## config.mk

```make
export PLATFORM = sky130hd
export DESIGN_NAME = csv_field_tokenizer_flat
export DESIGN_NICKNAME = d
export VERILOG_FILES = /design/src/rtl/csvt_pkg.sv /design/src/rtl/csvt_channels.sv /design/src/rtl/csvt_front.sv /design/src/rtl/csvt_queue.sv /design/src/rtl/csvt_back.sv /design/src/rtl/csv_field_tokenizer.sv /design/src/flat_wrapper.sv
export SDC_FILE = /design/constraint.sdc
export NUM_CORES = 1
export LEC_CHECK = 0
export ABC_AREA = 1
export BUFFER_PORTS_ARGS = -buffer_cell sky130_fd_sc_hd__buf_2
export CELL_PAD_IN_SITES_DETAIL_PLACEMENT = 1
export CELL_PAD_IN_SITES_GLOBAL_PLACEMENT = 2
export CORE_ASPECT_RATIO = 1.4
export CORE_MARGIN = 5
export CORE_UTILIZATION = 34
export CTS_BUF_LIST = sky130_fd_sc_hd__clkbuf_4 sky130_fd_sc_hd__clkbuf_8
export DETAILED_ROUTE_END_ITERATION = 8
export HOLD_SLACK_MARGIN = 0.12
export PLACE_DENSITY = 0.78
export SLEW_MARGIN = 20
export SYNTH_ARGS = -nofsm -noshare
export SYNTH_HDL_FRONTEND = slang
export SYNTH_SLANG_ARGS = --single-unit
```

## constraint.sdc

```tcl
create_clock -name clock -period 4 [get_ports clock]
set_input_delay 0.8 -clock clock [delete_from_list [all_inputs] [get_ports clock]]
set_output_delay 0.8 -clock clock [all_outputs]
set_load 0.05 [all_outputs]
```

## src/rtl/csvt_pkg.sv

```systemverilog
// package: shared types and character constants of the csv field tokenizer
`default_nettype none
package csvt_pkg;

   localparam logic [7:0] CH_LF     = 8'd10;
   localparam logic [7:0] CH_CR     = 8'd13;
   localparam logic [7:0] CH_TAB    = 8'd9;
   localparam logic [7:0] CH_QUOTE  = 8'd34;
   localparam logic [7:0] CH_BSLASH = 8'd92;
   localparam logic [7:0] CH_N      = 8'd110;
   localparam logic [7:0] CH_T      = 8'd116;

   localparam logic [6:0] DELIM_RESET = 7'd44;

   localparam int unsigned CSR_ADDR_W = 3;
   localparam logic        REG_DELIMITER = 1'b0;

   localparam int unsigned QUEUE_DEPTH = 4;
   localparam int unsigned QUEUE_PTR_W = $clog2(QUEUE_DEPTH);

   // classified input byte
   typedef struct packed {
      logic [7:0] data;
      logic       eoi;
      logic       is_lf;
      logic       is_cr;
      logic       is_quote;
      logic       is_bslash;
      logic       is_delim;
   } tok_type;

   // one result item
   typedef struct packed {
      logic [7:0] out_byte;
      logic       byte_valid;
      logic       field_end;
      logic       record_end;
      logic [7:0] field_number;
      logic       stream_done;
   } result_type;

endpackage
`default_nettype wire

```

## src/rtl/csvt_channels.sv

```systemverilog
// interfaces: request and response channels of the csv field tokenizer
`default_nettype none
interface csvt_req_if;
   logic       valid;
   logic       ready;
   logic [7:0] in_byte;
   logic       end_of_input;

   modport source (output valid, output in_byte, output end_of_input, input ready);
   modport sink (input valid, input in_byte, input end_of_input, output ready);
endinterface

interface csvt_rsp_if;
   logic       valid;
   logic       ready;
   logic [7:0] out_byte;
   logic       byte_valid;
   logic       field_end;
   logic       record_end;
   logic [7:0] field_number;
   logic       stream_done;

   modport source (output valid, output out_byte, output byte_valid, output field_end,
                   output record_end, output field_number, output stream_done,
                   input ready);
   modport sink (input valid, input out_byte, input byte_valid, input field_end,
                 input record_end, input field_number, input stream_done,
                 output ready);
endinterface
`default_nettype wire

```

## src/rtl/csvt_front.sv

```systemverilog
// front end: accepts raw bytes and classifies them into tokens
`default_nettype none
module csvt_front
   import csvt_pkg::*;
(
   csvt_req_if.sink  req_if,
   input  wire logic [6:0] delimiter,
   input  wire logic       queue_full,
   output logic            push,
   output tok_type         tok
);

   assign req_if.ready = !queue_full;
   assign push         = req_if.valid && !queue_full;

   always_comb begin
      tok.data      = req_if.in_byte;
      tok.eoi       = req_if.end_of_input;
      tok.is_lf     = (req_if.in_byte == CH_LF);
      tok.is_cr     = (req_if.in_byte == CH_CR);
      tok.is_quote  = (req_if.in_byte == CH_QUOTE);
      tok.is_bslash = (req_if.in_byte == CH_BSLASH);
      tok.is_delim  = (req_if.in_byte == {1'b0, delimiter});
   end

endmodule
`default_nettype wire

```

## src/rtl/csvt_queue.sv

```systemverilog
// token queue between front end and parser
`default_nettype none
module csvt_queue
   import csvt_pkg::*;
(
   input  wire logic    clock,
   input  wire logic    reset,
   input  wire logic    push,
   input  wire tok_type push_tok,
   input  wire logic    pop,
   output logic         full,
   output logic         nonempty,
   output tok_type      head_tok
);

   localparam int unsigned CNT_W = $clog2(QUEUE_DEPTH + 1);

   tok_type                entry_ff [QUEUE_DEPTH];
   logic [QUEUE_PTR_W-1:0] wr_ptr_ff, wr_ptr_in;
   logic [QUEUE_PTR_W-1:0] rd_ptr_ff, rd_ptr_in;
   logic [CNT_W-1:0]       count_ff, count_in;

   assign full     = (count_ff == CNT_W'(QUEUE_DEPTH));
   assign nonempty = (count_ff != '0);
   assign head_tok = entry_ff[rd_ptr_ff];

   always_comb begin
      wr_ptr_in = push ? wr_ptr_ff + 1'b1 : wr_ptr_ff;
      rd_ptr_in = pop ? rd_ptr_ff + 1'b1 : rd_ptr_ff;
      count_in  = count_ff;
      if (push && !pop) begin
         count_in = count_ff + 1'b1;
      end else if (pop && !push) begin
         count_in = count_ff - 1'b1;
      end
   end

   always_ff @(posedge clock) begin
      if (reset) begin
         wr_ptr_ff <= '0;
         rd_ptr_ff <= '0;
         count_ff  <= '0;
      end else begin
         wr_ptr_ff <= wr_ptr_in;
         rd_ptr_ff <= rd_ptr_in;
         count_ff  <= count_in;
      end
   end

   always_ff @(posedge clock) begin
      if (push) begin
         entry_ff[wr_ptr_ff] <= push_tok;
      end
   end

endmodule
`default_nettype wire

```

## src/rtl/csvt_back.sv

```systemverilog
// back end: csv parse state machine and result register
`default_nettype none
module csvt_back
   import csvt_pkg::*;
#(
   parameter int unsigned MAX_FIELDS = 256
) (
   input  wire logic    clock,
   input  wire logic    reset,
   input  wire logic    tok_avail,
   input  wire tok_type tok,
   output logic         pop,
   input  wire logic    rsp_ready,
   output logic         rsp_valid,
   output result_type   rsp_data
);

   localparam logic [7:0] FIELD_CAP =
      (MAX_FIELDS - 1 < 255) ? 8'(MAX_FIELDS - 1) : 8'd255;

   localparam logic [2:0] ST_BETWEEN    = 3'd0;
   localparam logic [2:0] ST_QUOTED     = 3'd1;
   localparam logic [2:0] ST_QUOTE_SEEN = 3'd2;
   localparam logic [2:0] ST_QUOTED_ESC = 3'd3;
   localparam logic [2:0] ST_SIMPLE     = 3'd4;
   localparam logic [2:0] ST_SIMPLE_ESC = 3'd5;

   logic [2:0] state_ff, state_in;
   logic [7:0] field_ff, field_in;
   logic       has_field_ff, has_field_in;
   logic       valid_ff, valid_in;
   result_type res_ff, res_in;

   logic       give, fend, last, sdone;
   logic [7:0] gbyte, esc_byte;

   assign pop       = tok_avail && (!valid_ff || rsp_ready);
   assign rsp_valid = valid_ff;
   assign rsp_data  = res_ff;

   always_comb begin
      if (tok.data == CH_N) begin
         esc_byte = CH_LF;
      end else if (tok.data == CH_T) begin
         esc_byte = CH_TAB;
      end else begin
         esc_byte = tok.data;
      end
   end

   // one token step
   always_comb begin
      state_in = state_ff;
      give     = 1'b0;
      gbyte    = tok.data;
      fend     = 1'b0;
      last     = 1'b0;
      sdone    = 1'b0;
      case (state_ff)
         ST_QUOTED: begin
            if (tok.eoi) begin
               fend = 1'b1;
               last = 1'b1;
            end else if (tok.is_quote) begin
               state_in = ST_QUOTE_SEEN;
            end else if (tok.is_bslash) begin
               state_in = ST_QUOTED_ESC;
            end else begin
               give = 1'b1;
            end
         end
         ST_QUOTE_SEEN: begin
            if (tok.eoi || tok.is_lf) begin
               fend = 1'b1;
               last = 1'b1;
            end else if (tok.is_quote) begin
               state_in = ST_QUOTED;
               give     = 1'b1;
            end else if (tok.is_cr) begin
               state_in = ST_SIMPLE;
            end else if (tok.is_delim) begin
               fend = 1'b1;
            end else begin
               state_in = ST_SIMPLE;
               give     = 1'b1;
            end
         end
         ST_QUOTED_ESC: begin
            if (tok.eoi) begin
               fend = 1'b1;
               last = 1'b1;
            end else begin
               state_in = ST_QUOTED;
               give     = 1'b1;
               gbyte    = esc_byte;
            end
         end
         ST_SIMPLE: begin
            if (tok.eoi || tok.is_lf) begin
               fend = 1'b1;
               last = 1'b1;
            end else if (tok.is_cr) begin
               state_in = ST_SIMPLE;
            end else if (tok.is_bslash) begin
               state_in = ST_SIMPLE_ESC;
            end else if (tok.is_delim) begin
               fend = 1'b1;
            end else begin
               give = 1'b1;
            end
         end
         ST_SIMPLE_ESC: begin
            if (tok.eoi) begin
               fend = 1'b1;
               last = 1'b1;
            end else begin
               state_in = ST_SIMPLE;
               give     = 1'b1;
               gbyte    = esc_byte;
            end
         end
         default: begin
            // between fields, and unused codes
            state_in = ST_BETWEEN;
            if (tok.eoi) begin
               if (has_field_ff) begin
                  fend = 1'b1;
                  last = 1'b1;
               end else begin
                  sdone = 1'b1;
               end
            end else if (tok.is_lf) begin
               fend = 1'b1;
               last = 1'b1;
            end else if (tok.is_cr) begin
               state_in = ST_BETWEEN;
            end else if (tok.is_quote) begin
               state_in = ST_QUOTED;
            end else if (tok.is_bslash) begin
               state_in = ST_SIMPLE_ESC;
            end else if (tok.is_delim) begin
               fend = 1'b1;
            end else begin
               state_in = ST_SIMPLE;
               give     = 1'b1;
            end
         end
      endcase
      if (fend) begin
         state_in = ST_BETWEEN;
      end
   end

   always_comb begin
      field_in     = field_ff;
      has_field_in = has_field_ff;
      if (fend && last) begin
         field_in     = '0;
         has_field_in = 1'b0;
      end else if (fend) begin
         field_in     = (field_ff < FIELD_CAP) ? field_ff + 8'd1 : field_ff;
         has_field_in = 1'b1;
      end

      res_in.out_byte     = give ? gbyte : 8'd0;
      res_in.byte_valid   = give;
      res_in.field_end    = fend;
      res_in.record_end   = last;
      res_in.field_number = sdone ? 8'd0 : field_ff;
      res_in.stream_done  = sdone;

      valid_in = valid_ff;
      if (pop) begin
         valid_in = give || fend || sdone;
      end else if (rsp_ready) begin
         valid_in = 1'b0;
      end
   end

   always_ff @(posedge clock) begin
      if (reset) begin
         state_ff     <= ST_BETWEEN;
         field_ff     <= '0;
         has_field_ff <= 1'b0;
         valid_ff     <= 1'b0;
      end else begin
         valid_ff <= valid_in;
         if (pop) begin
            state_ff     <= state_in;
            field_ff     <= field_in;
            has_field_ff <= has_field_in;
         end
      end
   end

   always_ff @(posedge clock) begin
      if (pop) begin
         res_ff <= res_in;
      end
   end

`ifndef ASSERT_OFF
   a_field_capped: assert property (@(posedge clock) disable iff (reset)
      field_ff <= FIELD_CAP)
      else $error("field index above cap");

   a_record_has_field_end: assert property (@(posedge clock) disable iff (reset)
      valid_ff && res_ff.record_end |-> res_ff.field_end)
      else $error("record end without field end");

   a_one_kind: assert property (@(posedge clock) disable iff (reset)
      valid_ff |-> $onehot({res_ff.byte_valid, res_ff.field_end, res_ff.stream_done}))
      else $error("result carries no or several kinds");

   a_no_pop_when_stalled: assert property (@(posedge clock) disable iff (reset)
      valid_ff && !rsp_ready |-> !pop)
      else $error("token consumed while result stalled");

   a_state_reset_after_record: assert property (@(posedge clock) disable iff (reset)
      pop && fend && last |=> field_ff == 8'd0 && !has_field_ff)
      else $error("field index not cleared at record end");
`endif

endmodule
`default_nettype wire

```

## src/rtl/csv_field_tokenizer.sv

```systemverilog
// top level: csv field tokenizer with front end, token queue and parser
// usage:
//   req_if carries one raw byte (in_byte) or an end-of-input mark
//   (end_of_input) per transaction, valid/ready handshake
//   rsp_if carries one result per transaction: a decoded content byte, a
//   field end (with record end when the line or record closes), or a
//   stream-done mark; bytes that only steer the parser (quotes, escapes,
//   dropped carriage returns) give no transaction
//   csr_ port is an apb-style register port, delimiter at byte address 0
// timing:
//   one byte per cycle sustained while rsp_ready stays high; the parser state
//   machine steps once per cycle whenever the back end pops a token
//   a byte passes the token queue, then its result is held in the result register
// reset:
//   synchronous reset empties the queue, drops any pending result, sets
//   the parser between fields at field 0 and the delimiter back to comma
// stalls:
//   while rsp_ready is low a pending result in the result register holds; the queue keeps
//   taking bytes until it fills, then req_if.ready falls
`default_nettype none
module csv_field_tokenizer
   import csvt_pkg::*;
#(
   parameter int unsigned MAX_FIELDS = 256
) (
   input  wire logic                  clock,
   input  wire logic                  reset,
   csvt_req_if.sink                   req_if,
   csvt_rsp_if.source                 rsp_if,
   input  wire logic                  csr_psel,
   input  wire logic                  csr_penable,
   input  wire logic                  csr_pwrite,
   input  wire logic [CSR_ADDR_W-1:0] csr_paddr,
   input  wire logic [31:0]           csr_pwdata,
   output logic [31:0]                csr_prdata,
   output logic                       csr_pready
);

   // configuration register
   logic [6:0] delim_ff;
   logic       csr_wr;
   logic       csr_hit;

   // front to queue
   logic    push;
   tok_type push_tok;
   logic    q_full;

   // queue to back end
   logic       q_nonempty;
   logic       q_pop;
   tok_type    head_tok;
   result_type rsp_data;

   assign csr_pready = 1'b1;
   assign csr_hit    = (csr_paddr[CSR_ADDR_W-1] == REG_DELIMITER) &&
                       (csr_paddr[CSR_ADDR_W-2:0] == '0);
   assign csr_wr     = csr_psel && csr_penable && csr_pwrite;
   assign csr_prdata = csr_hit ? {25'd0, delim_ff} : 32'd0;

   always_ff @(posedge clock) begin
      if (reset) begin
         delim_ff <= DELIM_RESET;
      end else if (csr_wr && csr_hit) begin
         delim_ff <= csr_pwdata[6:0];
      end
   end

   // classify incoming bytes against the current delimiter
   csvt_front u_front (
      .req_if     (req_if),
      .delimiter  (delim_ff),
      .queue_full (q_full),
      .push       (push),
      .tok        (push_tok)
   );

   // short queue so front and back stall independently
   csvt_queue u_queue (
      .clock    (clock),
      .reset    (reset),
      .push     (push),
      .push_tok (push_tok),
      .pop      (q_pop),
      .full     (q_full),
      .nonempty (q_nonempty),
      .head_tok (head_tok)
   );

   // parse state machine and result register
   csvt_back #(
      .MAX_FIELDS (MAX_FIELDS)
   ) u_back (
      .clock     (clock),
      .reset     (reset),
      .tok_avail (q_nonempty),
      .tok       (head_tok),
      .pop       (q_pop),
      .rsp_ready (rsp_if.ready),
      .rsp_valid (rsp_if.valid),
      .rsp_data  (rsp_data)
   );

   assign rsp_if.out_byte     = rsp_data.out_byte;
   assign rsp_if.byte_valid   = rsp_data.byte_valid;
   assign rsp_if.field_end    = rsp_data.field_end;
   assign rsp_if.record_end   = rsp_data.record_end;
   assign rsp_if.field_number = rsp_data.field_number;
   assign rsp_if.stream_done  = rsp_data.stream_done;

endmodule
`default_nettype wire
```

## src/flat_wrapper.sv

```systemverilog
// flat-port wrapper written by rule: the top's interface ports become plain ports
module csv_field_tokenizer_flat import csvt_pkg::*;
#(
   parameter int unsigned MAX_FIELDS = 256
)
  (clock, reset, csr_psel, csr_penable, csr_pwrite, csr_paddr, csr_pwdata, csr_prdata, csr_pready, req_if_valid, req_if_in_byte, req_if_end_of_input, req_if_ready, rsp_if_valid, rsp_if_out_byte, rsp_if_byte_valid, rsp_if_field_end, rsp_if_record_end, rsp_if_field_number, rsp_if_stream_done, rsp_if_ready);
  csvt_req_if req_if_i ();
  csvt_rsp_if rsp_if_i ();
  input  wire logic clock;
  input  wire logic reset;
  input  wire logic csr_psel;
  input  wire logic csr_penable;
  input  wire logic csr_pwrite;
  input  wire logic [CSR_ADDR_W-1:0] csr_paddr;
  input  wire logic [31:0] csr_pwdata;
  output logic [31:0] csr_prdata;
  output logic csr_pready;
  input wire logic [$bits(req_if_i.valid)-1:0] req_if_valid;
  input wire logic [$bits(req_if_i.in_byte)-1:0] req_if_in_byte;
  input wire logic [$bits(req_if_i.end_of_input)-1:0] req_if_end_of_input;
  output wire logic [$bits(req_if_i.ready)-1:0] req_if_ready;
  output wire logic [$bits(rsp_if_i.valid)-1:0] rsp_if_valid;
  output wire logic [$bits(rsp_if_i.out_byte)-1:0] rsp_if_out_byte;
  output wire logic [$bits(rsp_if_i.byte_valid)-1:0] rsp_if_byte_valid;
  output wire logic [$bits(rsp_if_i.field_end)-1:0] rsp_if_field_end;
  output wire logic [$bits(rsp_if_i.record_end)-1:0] rsp_if_record_end;
  output wire logic [$bits(rsp_if_i.field_number)-1:0] rsp_if_field_number;
  output wire logic [$bits(rsp_if_i.stream_done)-1:0] rsp_if_stream_done;
  input wire logic [$bits(rsp_if_i.ready)-1:0] rsp_if_ready;
  assign req_if_i.valid = req_if_valid;
  assign req_if_i.in_byte = req_if_in_byte;
  assign req_if_i.end_of_input = req_if_end_of_input;
  assign req_if_ready = req_if_i.ready;
  assign rsp_if_valid = rsp_if_i.valid;
  assign rsp_if_out_byte = rsp_if_i.out_byte;
  assign rsp_if_byte_valid = rsp_if_i.byte_valid;
  assign rsp_if_field_end = rsp_if_i.field_end;
  assign rsp_if_record_end = rsp_if_i.record_end;
  assign rsp_if_field_number = rsp_if_i.field_number;
  assign rsp_if_stream_done = rsp_if_i.stream_done;
  assign rsp_if_i.ready = rsp_if_ready;
  csv_field_tokenizer #(.MAX_FIELDS(MAX_FIELDS)) u_core (.clock(clock), .reset(reset), .req_if(req_if_i), .rsp_if(rsp_if_i), .csr_psel(csr_psel), .csr_penable(csr_penable), .csr_pwrite(csr_pwrite), .csr_paddr(csr_paddr), .csr_pwdata(csr_pwdata), .csr_prdata(csr_prdata), .csr_pready(csr_pready));
endmodule
```

# [Word level (Yosys, flattened, before mapping)]
# Memories as Yosys holds them, arrays and structs flattened. A register that Yosys moved wholly into a read port is not among the register bits.
# Index checks and enable logic that the tools add are counted.
[classes] addsub=5 magnitude_cmp=1 eq_ne=21 n_mux=75 bitwise_logic=1 n_reduce_logical=30
[ops] operator="2-to-1 mux 3 bit" count=21
[ops] operator="2-to-1 mux 8 bit" count=7
[ops] operator="2-to-1 mux 1 bit" count=40
[ops] operator="== test 8 x 7 -> 1 bit, second input constant" count=3
[ops] operator="== test 8 x 4 -> 1 bit, second input constant" count=2
[ops] operator="inequality test 3 bit, second input constant" count=5
[ops] operator="case mux 3 bit (5 select lines)" count=1
[ops] operator="== test 3 bit, second input constant" count=3
[ops] operator="logical AND 1 bit" count=9
[ops] operator="AND reduction 9 bit" count=1
[ops] operator="adder 8 x 1 -> 8 bit, second input constant" count=1
[ops] operator="== test 8 x 6 -> 1 bit, second input constant" count=1
[ops] operator="== test 8 x 7 -> 1 bit" count=1
[ops] operator="< comparator 8 bit, second input constant" count=1
[ops] operator="inequality test 4 x 2 -> 1 bit, second input constant" count=2
[ops] operator="nonzero test 2 bit" count=4
[ops] operator="2-to-1 mux 7 bit" count=1
[ops] operator="== test 3 x 2 -> 1 bit, second input constant" count=2
[ops] operator="inequality test 5 x 3 -> 1 bit, second input constant" count=1
[ops] operator="OR reduction 5 bit" count=1
[ops] operator="adder 2 x 1 -> 2 bit, second input constant" count=2
[ops] operator="zero test 1 bit" count=4
[ops] operator="logical OR 1 bit" count=4
[ops] operator="2-to-1 mux 2 bit" count=2
[ops] operator="other kinds (13)" count=14
[totals] reg_bits=47 ramBits=56 output_inout_bits=55 mem_count=1
[mem_list] memory="u_core.u_queue.entry_ff" words=4 width=14 read_ports=1 rd_clocked_by_memory_dff=1 write_ports=1 line="csvt_queue.sv:18" source="tok_type entry_ff [QUEUE_DEPTH];"

# [Depth between registers and ports, before layout]
# Gate-level depths: netlist of run 1.
[depth] depth_word=10 depth_mapped=16

# [Modules after synthesis]
# From an unflattened synthesis of run 1, not the netlist that was laid out.
[unflattened] cells_unflattened=601 hier_area_um2=5351.4
[by_module_without_submodules] mod="csvt_queue" instances=1 cells_each=194 area_each_um2=2539.9 seq_area_each_um2=1861.8
[by_module_without_submodules] mod="csvt_back" instances=1 cells_each=251 area_each_um2=1911.8 seq_area_each_um2=860.8
[by_module_without_submodules] mod="csv_field_tokenizer" instances=1 cells_each=89 area_each_um2=595.6 seq_area_each_um2=140.1
[by_module_without_submodules] mod="csvt_front" instances=1 cells_each=67 area_each_um2=304.0 seq_area_each_um2=0.0

# [Least setup slack after synthesis of run 1]
# OpenSTA, ideal clock, no wires.
[synth_path] kind="input port to flip-flop" startpoint="in rsp_if_ready" endpoint="reg u_core.u_queue.count_ff[1]" setup_ns=0.120 arrival_ns=3.544 slack_ns=0.335 cell_stages=8 cell_sequence="nor2_1 > a31oi_1 > inv_1 > ha_1 > inv_1 > fa_1 > o21ai_0 > a21oi_1"
[synth_via] elab_chain_cells=5 word_cells_on_any_way=7 cone_classes="mux (1); reduce/logical (6)"
[synth_rtl] item="start, declared" line="flat_wrapper.sv:29" source="input wire logic [$bits(rsp_if_i.ready)-1:0] rsp_if_ready;"
[synth_rtl] item="logical OR 1 bit" line="csvt_back.sv:37" source="assign pop = tok_avail && (!valid_ff || rsp_ready);"
[synth_rtl] item="logical AND 1 bit" line="csvt_back.sv:37"
[synth_rtl] item="via u_core.q_pop" line="csv_field_tokenizer.sv:51" source="logic q_pop;"
[synth_rtl] item="zero test 1 bit" line="csvt_queue.sv:31" source="if (push && !pop) begin"
[synth_rtl] item="logical AND 1 bit" line="csvt_queue.sv:31"
[synth_rtl] item="2-to-1 mux 3 bit" line="csvt_queue.sv:31"
[synth_rtl] item="via u_core.u_queue.count_in[1]" line="csvt_queue.sv:21" source="logic [CNT_W-1:0] count_ff, count_in;"
[synth_rtl] item="end signal, assigned" line="csvt_queue.sv:46" source="count_ff <= count_in;"
[synth_rtl] item="end, declared" line="csvt_queue.sv:21"
# The timed path passes the listed nets, and every way through them passes these cells.
# A chain may end at the register's enable or synchronous reset.

# [Final worst setup path of run 1]
[layout_path] startpoint="in csr_paddr[1]" endpoint="out csr_prdata[1]"
[layout_via] elab_chain_cells=3
[layout_rtl] item="start, declared" line="flat_wrapper.sv:14" source="input wire logic [CSR_ADDR_W-1:0] csr_paddr;"
[layout_rtl] item="zero test 2 bit" line="csv_field_tokenizer.sv:57" source="(csr_paddr[CSR_ADDR_W-2:0] == '0);"
[layout_rtl] item="logical AND 1 bit" line="csv_field_tokenizer.sv:56" source="assign csr_hit = (csr_paddr[CSR_ADDR_W-1] == REG_DELIMITER) &&"
[layout_rtl] item="2-to-1 mux 7 bit" line="csv_field_tokenizer.sv:59" source="assign csr_prdata = csr_hit ? {25'd0, delim_ff} : 32'd0;"
[layout_rtl] item="end, declared" line="flat_wrapper.sv:16" source="output logic [31:0] csr_prdata;"
# No other way between the ends.

==> results of run 1 <==
-- registers in the layout (all words and copies together) (netlist names), named ones only --
signal / cells
u_core.u_queue.entry_ff: 56
u_core.u_back.rsp_data: 20
u_core.u_back.field_ff: 8
u_core.delim_ff: 7
u_core.u_back.state_ff: 3
u_core.u_queue.count_ff: 3
u_core.u_queue.rd_ptr_ff: 2
u_core.u_queue.wr_ptr_ff: 2
u_core.u_back.has_field_ff: 1
u_core.u_back.rsp_valid: 1
-- power groups by stage --
stage	Sequential (W)	Combinational [W]	Clock, W
floorplan	0.00189	0.00118	0
global placement	0.00152	0.00193	0
detailed placement	0.00153	0.00199	0
CTS	0.00151	0.00199	0.000617
global route	0.00153	0.00215	0.000657
finish	0.00150	0.00195	0.000584
-- synthesized netlist by cell type --
cell,count
edfxtp_1,76
nand3b_1,1
nor3_1,4
o22a_1,1
buf_4,26
xnor2_1,3
a21oi_2,2
nand3_4,1
o211ai_2,1
nand4_1,6
nor2_4,1
conb_1,2
ha_1,7
o211ai_1,1
o21ai_0,20
nor4_1,3
a31oi_1,1
nand2_1,112
a21o_1,1
nand2_2,10
o31ai_1,1
nor2_1,54
buf_2,2
dfxtp_1,29
inv_1,63
clkbuf_1,3
nand2_4,3
nand3_2,6
nand3_1,41
xor2_1,4
o21ai_1,2
a21oi_1,43
nor2_8,1
inv_2,7
buf_6,5
o21bai_1,1
fa_1,1
nor2_2,2
o22ai_1,2
-- kinds of logic (layout without fill, tap and decap cells) --
family / Yosys count / in the layout / share of synthesized area (%)
buf+inv: 106 / 147 / 10.5
compound gates: 76 / 76 / 8.07
simple gates: 245 / 245 / 22.1
other cells: 2 / 26 / 0.147
fa+ha+maj: 8 / 8 / 2.10
flops: 105 / 105 / 55.9
xor+xnor: 7 / 7 / 1.20
-- cell usage in the layout (no fill, tap or decap), types with 7 or more instances in the layout --
| cell type | Yosys | routed |
|---|---|---|
| nand2_1 | 112 | 112 |
| edfxtp_1 | 76 | 76 |
| inv_1 | 63 | 63 |
| nor2_1 | 54 | 54 |
| buf_2 | 2 | 54 |
| a21oi_1 | 43 | 43 |
| nand3_1 | 41 | 41 |
| dfxtp_1 | 29 | 29 |
| conb_1 | 2 | 26 |
| o21ai_0 | 20 | 20 |
| nand2_2 | 10 | 10 |
| clkbuf_8 | 0 | 9 |
| inv_2 | 7 | 7 |
| ha_1 | 7 | 7 |
| buf_4 | 26 | 7 |
-- cell type report --
class                           instances  share of cell area (%)
Sequential cell                       105                    50.5
Multi-Input combinational cell        362                    32.0
Timing Repair Buffer                   61                    5.69
Inverter                               70                    4.63
Tap cell                              192                    4.24
Clock buffer                            9                    2.18
Clock inverter                          7                   0.772
-- through the flow --
step	area [µm²]	setup slack [ns]	util, %	hold slack, ns
after global routing	5670	1.33	38.0	0.504
after detailed placement	5500	1.19	36.9	0.465
after global placement	5500	1.26	36.9	0.457
after CTS	5670	1.44	38.0	0.490
final	5670	1.48	38.0	0.486
after floorplan	5210	0.335	-	0.434
-- critical path: cells and delay by family --
family / cells / cell delay, ns
AND/OR/NAND/NOR: 2 / 0.37
buffers and inverters: 3 / 0.55
-- routing by layer --
layer	wire [µm]	global-route usage, %
met5	0	0
met4	191	4.70
met3	400	2.68
met2	6520	27.0
met1	4570	14.1
-- worst paths after layout --
check | slack (ns) | to
hold / removal | 0.49 | u_core.u_back.has_field_ff
hold reg to reg | 0.49 | u_core.u_back.has_field_ff
setup / recovery | 1.48 | csr_prdata[1]
setup reg to reg | 1.63 | u_core.u_back.field_ff[1]
==> impl_results.rst, run 1 <==
.. list-table::
   :header-rows: 1

   * - Metric
     - Value
   * - Peak supply drop
     - about 320 µV
   * - Crit path capture type
     - primary output
   * - Drt drc
     - 0
   * - Transition time of the tightest slew-check pin
     - slightly above 0.7 ns
   * - CTS-repair resized insts
     - 0
   * - Switching share of power
     - a little under half
   * - Maxcap violations
     - 0
   * - Wire length of the first global-routing pass
     - 19,300 µm
   * - Antenna cells
     - 0
   * - Logic depth of the worst register-to-register path
     - 13
   * - Pleak
     - around 2.4 nW
   * - Clock network fraction of design power
     - between 10% and 20%
   * - Post-route clock skew
     - between 0.01 and 0.015 ns
   * - Total CTS buffers
     - 9
   * - Initial core utilization
     - between 30% and 40%
   * - Clk pin slew, worst setup/hold paths
     - approximately 0.10 ns
   * - Portion of the post-synthesis area used by sequential elements
     - a little under three fifths
   * - Antenna violations before repair
     - 0
   * - Global router's overall resource usage
     - a little over an eighth
   * - Number of buffers inserted to repair setup after CTS
     - 0
   * - Status
     - completed
   * - Routed len/inst
     - 14.5 µm
   * - Antenna viol nets, final
     - 0
   * - Arrival time of the worst setup path
     - between 1.5 and 2 ns
   * - Critical path launch point
     - csr_paddr[1]
   * - Critical Path Start Type
     - input port
   * - Power density over the cells
     - approximately 710 mW/mm²
   * - Multi-input gate area
     - about 0.0018 mm²
   * - Cells after synthesis
     - 549
   * - Clock tree from TritonCTS
     - built
   * - Leading area contributor after synthesis
     - edfxtp_1
   * - H-tree Lvls
     - 3
   * - Post-detailed-routing wire length
     - between 10,000 and 15,000 µm
   * - Total Power Consumption
     - roughly 0.0040 W
   * - CTS root buffer
     - clkbuf_8
   * - Area enclosed by the die boundary
     - 0.0176 mm²
   * - Data required, critical path
     - about 3.2 ns
   * - Total overflow reported by the global router
     - 0
   * - Vias in the first global route
     - a little over 4,000
   * - Slowest cell on the critical path
     - buf_2
   * - 1st-pass router iterations
     - 4
   * - Number of vias in the routed layout
     - between 3,000 and 4,000
   * - Clock latency on the worst-skew pair
     - approximately 0.37 ns
   * - Post-Synthesis Cell Area
     - between 0.005 and 0.006 mm²
   * - Final-stage net count
     - around 670
   * - Syn Area/Cell
     - between 9 and 10 µm²
   * - Cell mode on critical path
     - buf_2
   * - Worst Hold Launch
     - u_core.u_back.has_field_ff
   * - Clock period minus worst slack
     - 2.52 ns
   * - Total count of hold-check failures in the final report
     - 0
   * - Filler-free cell count of the finished design
     - ~810
   * - Hold-critical path depth
     - 2
   * - Part of the total power dissipated in sequential elements
     - approximately 37%
   * - Switching power of the nets
     - about 0.0019 W
   * - Slowest stage delay, CP
     - 0.27 ns
   * - Number of hold-repair buffers added at the cts stage
     - 0
   * - Pin count of the biggest net entering global routing
     - 28
   * - HP Class
     - reg -> reg
   * - Clk buf depth
     - 2
   * - Sequential cell area
     - 0.00286 mm²
   * - Top Ports
     - about 110
   * - Vias per inst
     - about 4.7
   * - Placer's final routability congestion estimate
     - approximately 0.81
   * - Post-route setup TNS
     - 0 ns
   * - Rows
     - 53
   * - Relative slew margins
     - between 50% and 60%
   * - YS warnings
     - 0
   * - Number of synthesized register bits
     - roughly 110
   * - Number of max-slew violations in the final report
     - 0
   * - Clock net sink count
     - 105
   * - Number of placed cells counting well taps
     - 790
   * - Final clock period utilization by the worst path
     - a little over three fifths
   * - Post-synth top area share
     - approximately 45%
   * - Combinational share of power
     - 48.3%
   * - Area overhead of the layout relative to synthesis
     - 10.8%
   * - Number of different library cells in the post-synthesis netlist
     - 39
   * - Internal Dissipation
     - approximately 0.0021 W
   * - Placeable core region
     - between 0.01 and 0.015 mm²
   * - Leading cell types by total area after synthesis
     - edfxtp_1 45%, dfxtp_1 11%, nand2_1 8.2%
   * - RSZ-0062 raised after global routing
     - false
   * - Crit-path cells
     - buf_2, nor3_1, inv_1, nor2_1, buf_2
   * - Share of final-layout standard cells stronger than drive strength 1
     - between 10% and 20%
   * - Buffers added on ports
     - 54
   * - Classification of the worst setup path
     - in -> out
   * - Vert. Die Dim
     - around 160 µm
   * - Fill cell total of the finished layout
     - around 1,800
   * - Placed wire-length estimate
     - between 8000 and 9000 µm
   * - Die span in x
     - approximately 110 µm
   * - F_max
     - 397 MHz
   * - Worst-path maximum fanout
     - 7
   * - Setup violators final
     - 0
   * - Iteration-0 DRC Markers
     - roughly 120
Note: power is estimated with default switching activity, not from simulation.
==> inputs of run 2 (changes only) <==
==> constraint.sdc (replaced) <==
create_clock -name clock -period 2.34 [get_ports clock]
set_input_delay 0.468 -clock clock [delete_from_list [all_inputs] [get_ports clock]]
set_output_delay 0.468 -clock clock [all_outputs]
set_load 0.05 [all_outputs]
==> run 2 against run 1 <==
  * Clock skew about the same
  * Routed wire length up 0.65%
  * Critical path type is now reg -> reg
  * Via count shrank 0.63%
  * Combinational power rose by 74%
  * Final cell count grew 0.25%
  * Register-to-register slack got worse by 1.4 ns
  * Critical path depth is 8 higher
  * Setup slack lost 1.2 ns
  * Sequential cell count stayed put
==> impl_results.rst, run 2 (synthesis gave the netlist of run 1 again) <==
.. list-table::
   :header-rows: 1

   * - Metric
     - Value
   * - Placeable core region
     - around 0.015 mm²
   * - Crit-path cells
     - inv_2, nand2_1, nand3_1, nand2_2, nand2_2, nand2_1, nand2_2, nand2_2, nand3_4, nand2_4, nand2_1, nand2_1, nor2_1
   * - Post-route setup TNS
     - 0 ns
   * - Commonest non-fill, non-tap cell in the layout
     - nand2_1
   * - Part of the total power dissipated in sequential elements
     - a little over a third
   * - Global router's overall resource usage
     - roughly 14%
   * - CTS root buffer
     - clkbuf_8
   * - Vias per inst
     - 4.68
   * - Clock network fraction of design power
     - roughly 16%
   * - Status
     - completed
   * - Switching share of power
     - a little under half
   * - Clock period minus worst slack
     - roughly 2.1 ns
   * - Hold-critical path depth
     - 3
   * - Slack of the worst reg-to-reg path
     - roughly 0.26 ns
   * - Maxcap violations
     - 0
   * - Final core area utilization
     - between 30% and 40%
   * - Transition time of the tightest slew-check pin
     - roughly 0.53 ns
   * - Buffers added on ports
     - 54
   * - Placed wire-length estimate
     - 8980 µm
   * - Logic depth of the worst register-to-register path
     - 13
   * - Clock tree from TritonCTS
     - built
   * - Rows
     - 53
   * - Area overhead of the layout relative to synthesis
     - 12.1%
   * - Post-detailed-routing wire length
     - 11,800 µm
   * - Sequential cell area
     - 0.00286 mm²
   * - Area enclosed by the die boundary
     - 0.0176 mm²
   * - Wire length of the first global-routing pass
     - a little under 20,000 µm
   * - Initial core utilization
     - 34.3%
   * - Largest register FFs
     - 56
   * - Number of buffers inserted to repair setup after CTS
     - 0
   * - Antenna violations before repair
     - 0
   * - Iteration-0 DRC Markers
     - around 110
   * - Slowest cell on the critical path
     - dfxtp_1
   * - Number of hold-repair buffers added at the cts stage
     - 0
   * - Total CTS buffers
     - 9
   * - Slowest stage delay, CP
     - between 0.4 and 0.5 ns
   * - HP Class
     - in -> reg
   * - Pin count of the biggest net entering global routing
     - 28
   * - Peak supply drop
     - 409 µV
   * - Crit path capture type
     - flip-flop
   * - Clk pin slew, worst setup/hold paths
     - about 0.10 ns
   * - Clock latency on the worst-skew pair
     - 0.38 ns
   * - Fill cell total of the finished layout
     - roughly 1,800
   * - Most flops, register
     - u_core.u_queue.entry_ff
   * - Multi-input gate area
     - 0.00182 mm²
   * - Data required, critical path
     - roughly 2.6 ns
   * - Relative slew margins
     - about 64%
   * - Clk buf depth
     - 2
   * - Clock net sink count
     - 105
   * - Final clock period utilization by the worst path
     - around nine tenths
   * - Worst Hold Slack
     - around 0.31 ns
   * - Vert. Die Dim
     - between 150 and 200 µm
   * - Critical path capture point
     - u_core.u_back.field_ff[0]
   * - Power density over the cells
     - ~1200 mW/mm²
   * - Classification of the worst setup path
     - reg -> reg
   * - Placer's final routability congestion estimate
     - approximately 0.78
   * - Setup violators final
     - 0
   * - Vias in the first global route
     - around 4,000
   * - Antenna cells
     - 0
   * - Antenna viol nets, final
     - 0
   * - Number of max-slew violations in the final report
     - 0
   * - CTS-repair resized insts
     - 0
   * - Most used cells in the layout excluding fill and tap cells
     - 112 x nand2_1, 76 x edfxtp_1, 62 x inv_1
   * - Die span in x
     - 114 µm
   * - Pleak
     - ~2.4 nW
   * - 1st-pass router iterations
     - 4
   * - Arrival time of the worst setup path
     - roughly 2.3 ns
   * - Combinational share of power
     - ~48%
   * - Switching power of the nets
     - between 0.003 and 0.004 W
   * - Final-stage net count
     - 670
   * - F_max
     - slightly below 500 MHz
   * - Post-route clock skew
     - 0.0139 ns
   * - Share of final-layout standard cells stronger than drive strength 1
     - between 10% and 20%
   * - Total count of hold-check failures in the final report
     - 0
   * - Internal Dissipation
     - roughly 0.0038 W
   * - Top Ports
     - 106
   * - H-tree Lvls
     - 3
   * - Total overflow reported by the global router
     - 0
   * - Critical Path Start Type
     - flip-flop
   * - Drt drc
     - 0
   * - Number of vias in the routed layout
     - about 3,800
   * - Routed len/inst
     - about 15 µm
   * - Worst-path maximum fanout
     - 16
   * - RSZ-0062 raised after global routing
     - false
   * - R2R Path End
     - u_core.u_back.field_ff[0]
-- run 2: final cells by class --
| type | instances | share of cell area [%] |
|---|---|---|
| tap | 192 | 4.19 |
| multi-input combinational | 362 | 31.8 |
| inverter | 70 | 4.58 |
| timing repair buffer | 63 | 6.11 |
| clock buffer | 10 | 2.29 |
| clock inverter | 6 | 1.13 |
| sequential | 105 | 49.9 |
-- run 2: worst min path at each step --
stage | slack [ns] | from | to
after floorplan | 0.43 | u_core.u_back.has_field_ff | u_core.u_back.has_field_ff
after global placement | 0.45 | u_core.u_back.has_field_ff | u_core.u_back.has_field_ff
after detailed placement | 0.46 | u_core.u_queue.rd_ptr_ff[0] | flip-flop
after CTS | 0.29 | csr_pwdata[3] | u_core.delim_ff[3]
after global routing | 0.30 | req_if_end_of_input | u_core.u_queue.entry_ff[3][5]
final | 0.31 | csr_pwdata[2] | u_core.delim_ff[2]
-- run 2: power by group through the flow --
stage | Sequential, W | Combinational, W | Clock [W]
after floorplan | 0.00322 | 0.00204 | 0
after global placement | 0.00260 | 0.00337 | 0
after detailed placement | 0.00261 | 0.00346 | 0
after CTS | 0.00257 | 0.00346 | 0.00118
after global routing | 0.00260 | 0.00374 | 0.00125
final | 0.00256 | 0.00339 | 0.00113
-- run 2: per-stage QoR --
stage                     instance area, µm²  total power (W)  setup WS, ns  instances
after detailed placement                5540          0.00607         0.183        792
final                                   5740          0.00708         0.257        808
after global routing                    5740          0.00759       0.00892        808
after global placement                  5540          0.00597         0.232        792
after floorplan                         5220          0.00526       0.00296        573
after CTS                               5740          0.00721         0.204        808
-- run 2: routing by layer --
metal	GRT usage [%]	vias to the layer above	part of all wire, %	wire length (µm)
met4	4.87	0	1.9	225
met2	27.4	78	57	6680
met3	3.11	18	4.3	506
li1	-	1886	-	-
met5	0	-	0	0
met1	13.8	1800	37	4350
-- run 2: worst max-delay path: cells and delay by family, from the launching register on --
family	cells	cell delay [ns]
AND/OR/NAND/NOR	12	1.30
buffers and inverters	1	0.19
flip-flops	1	0.46
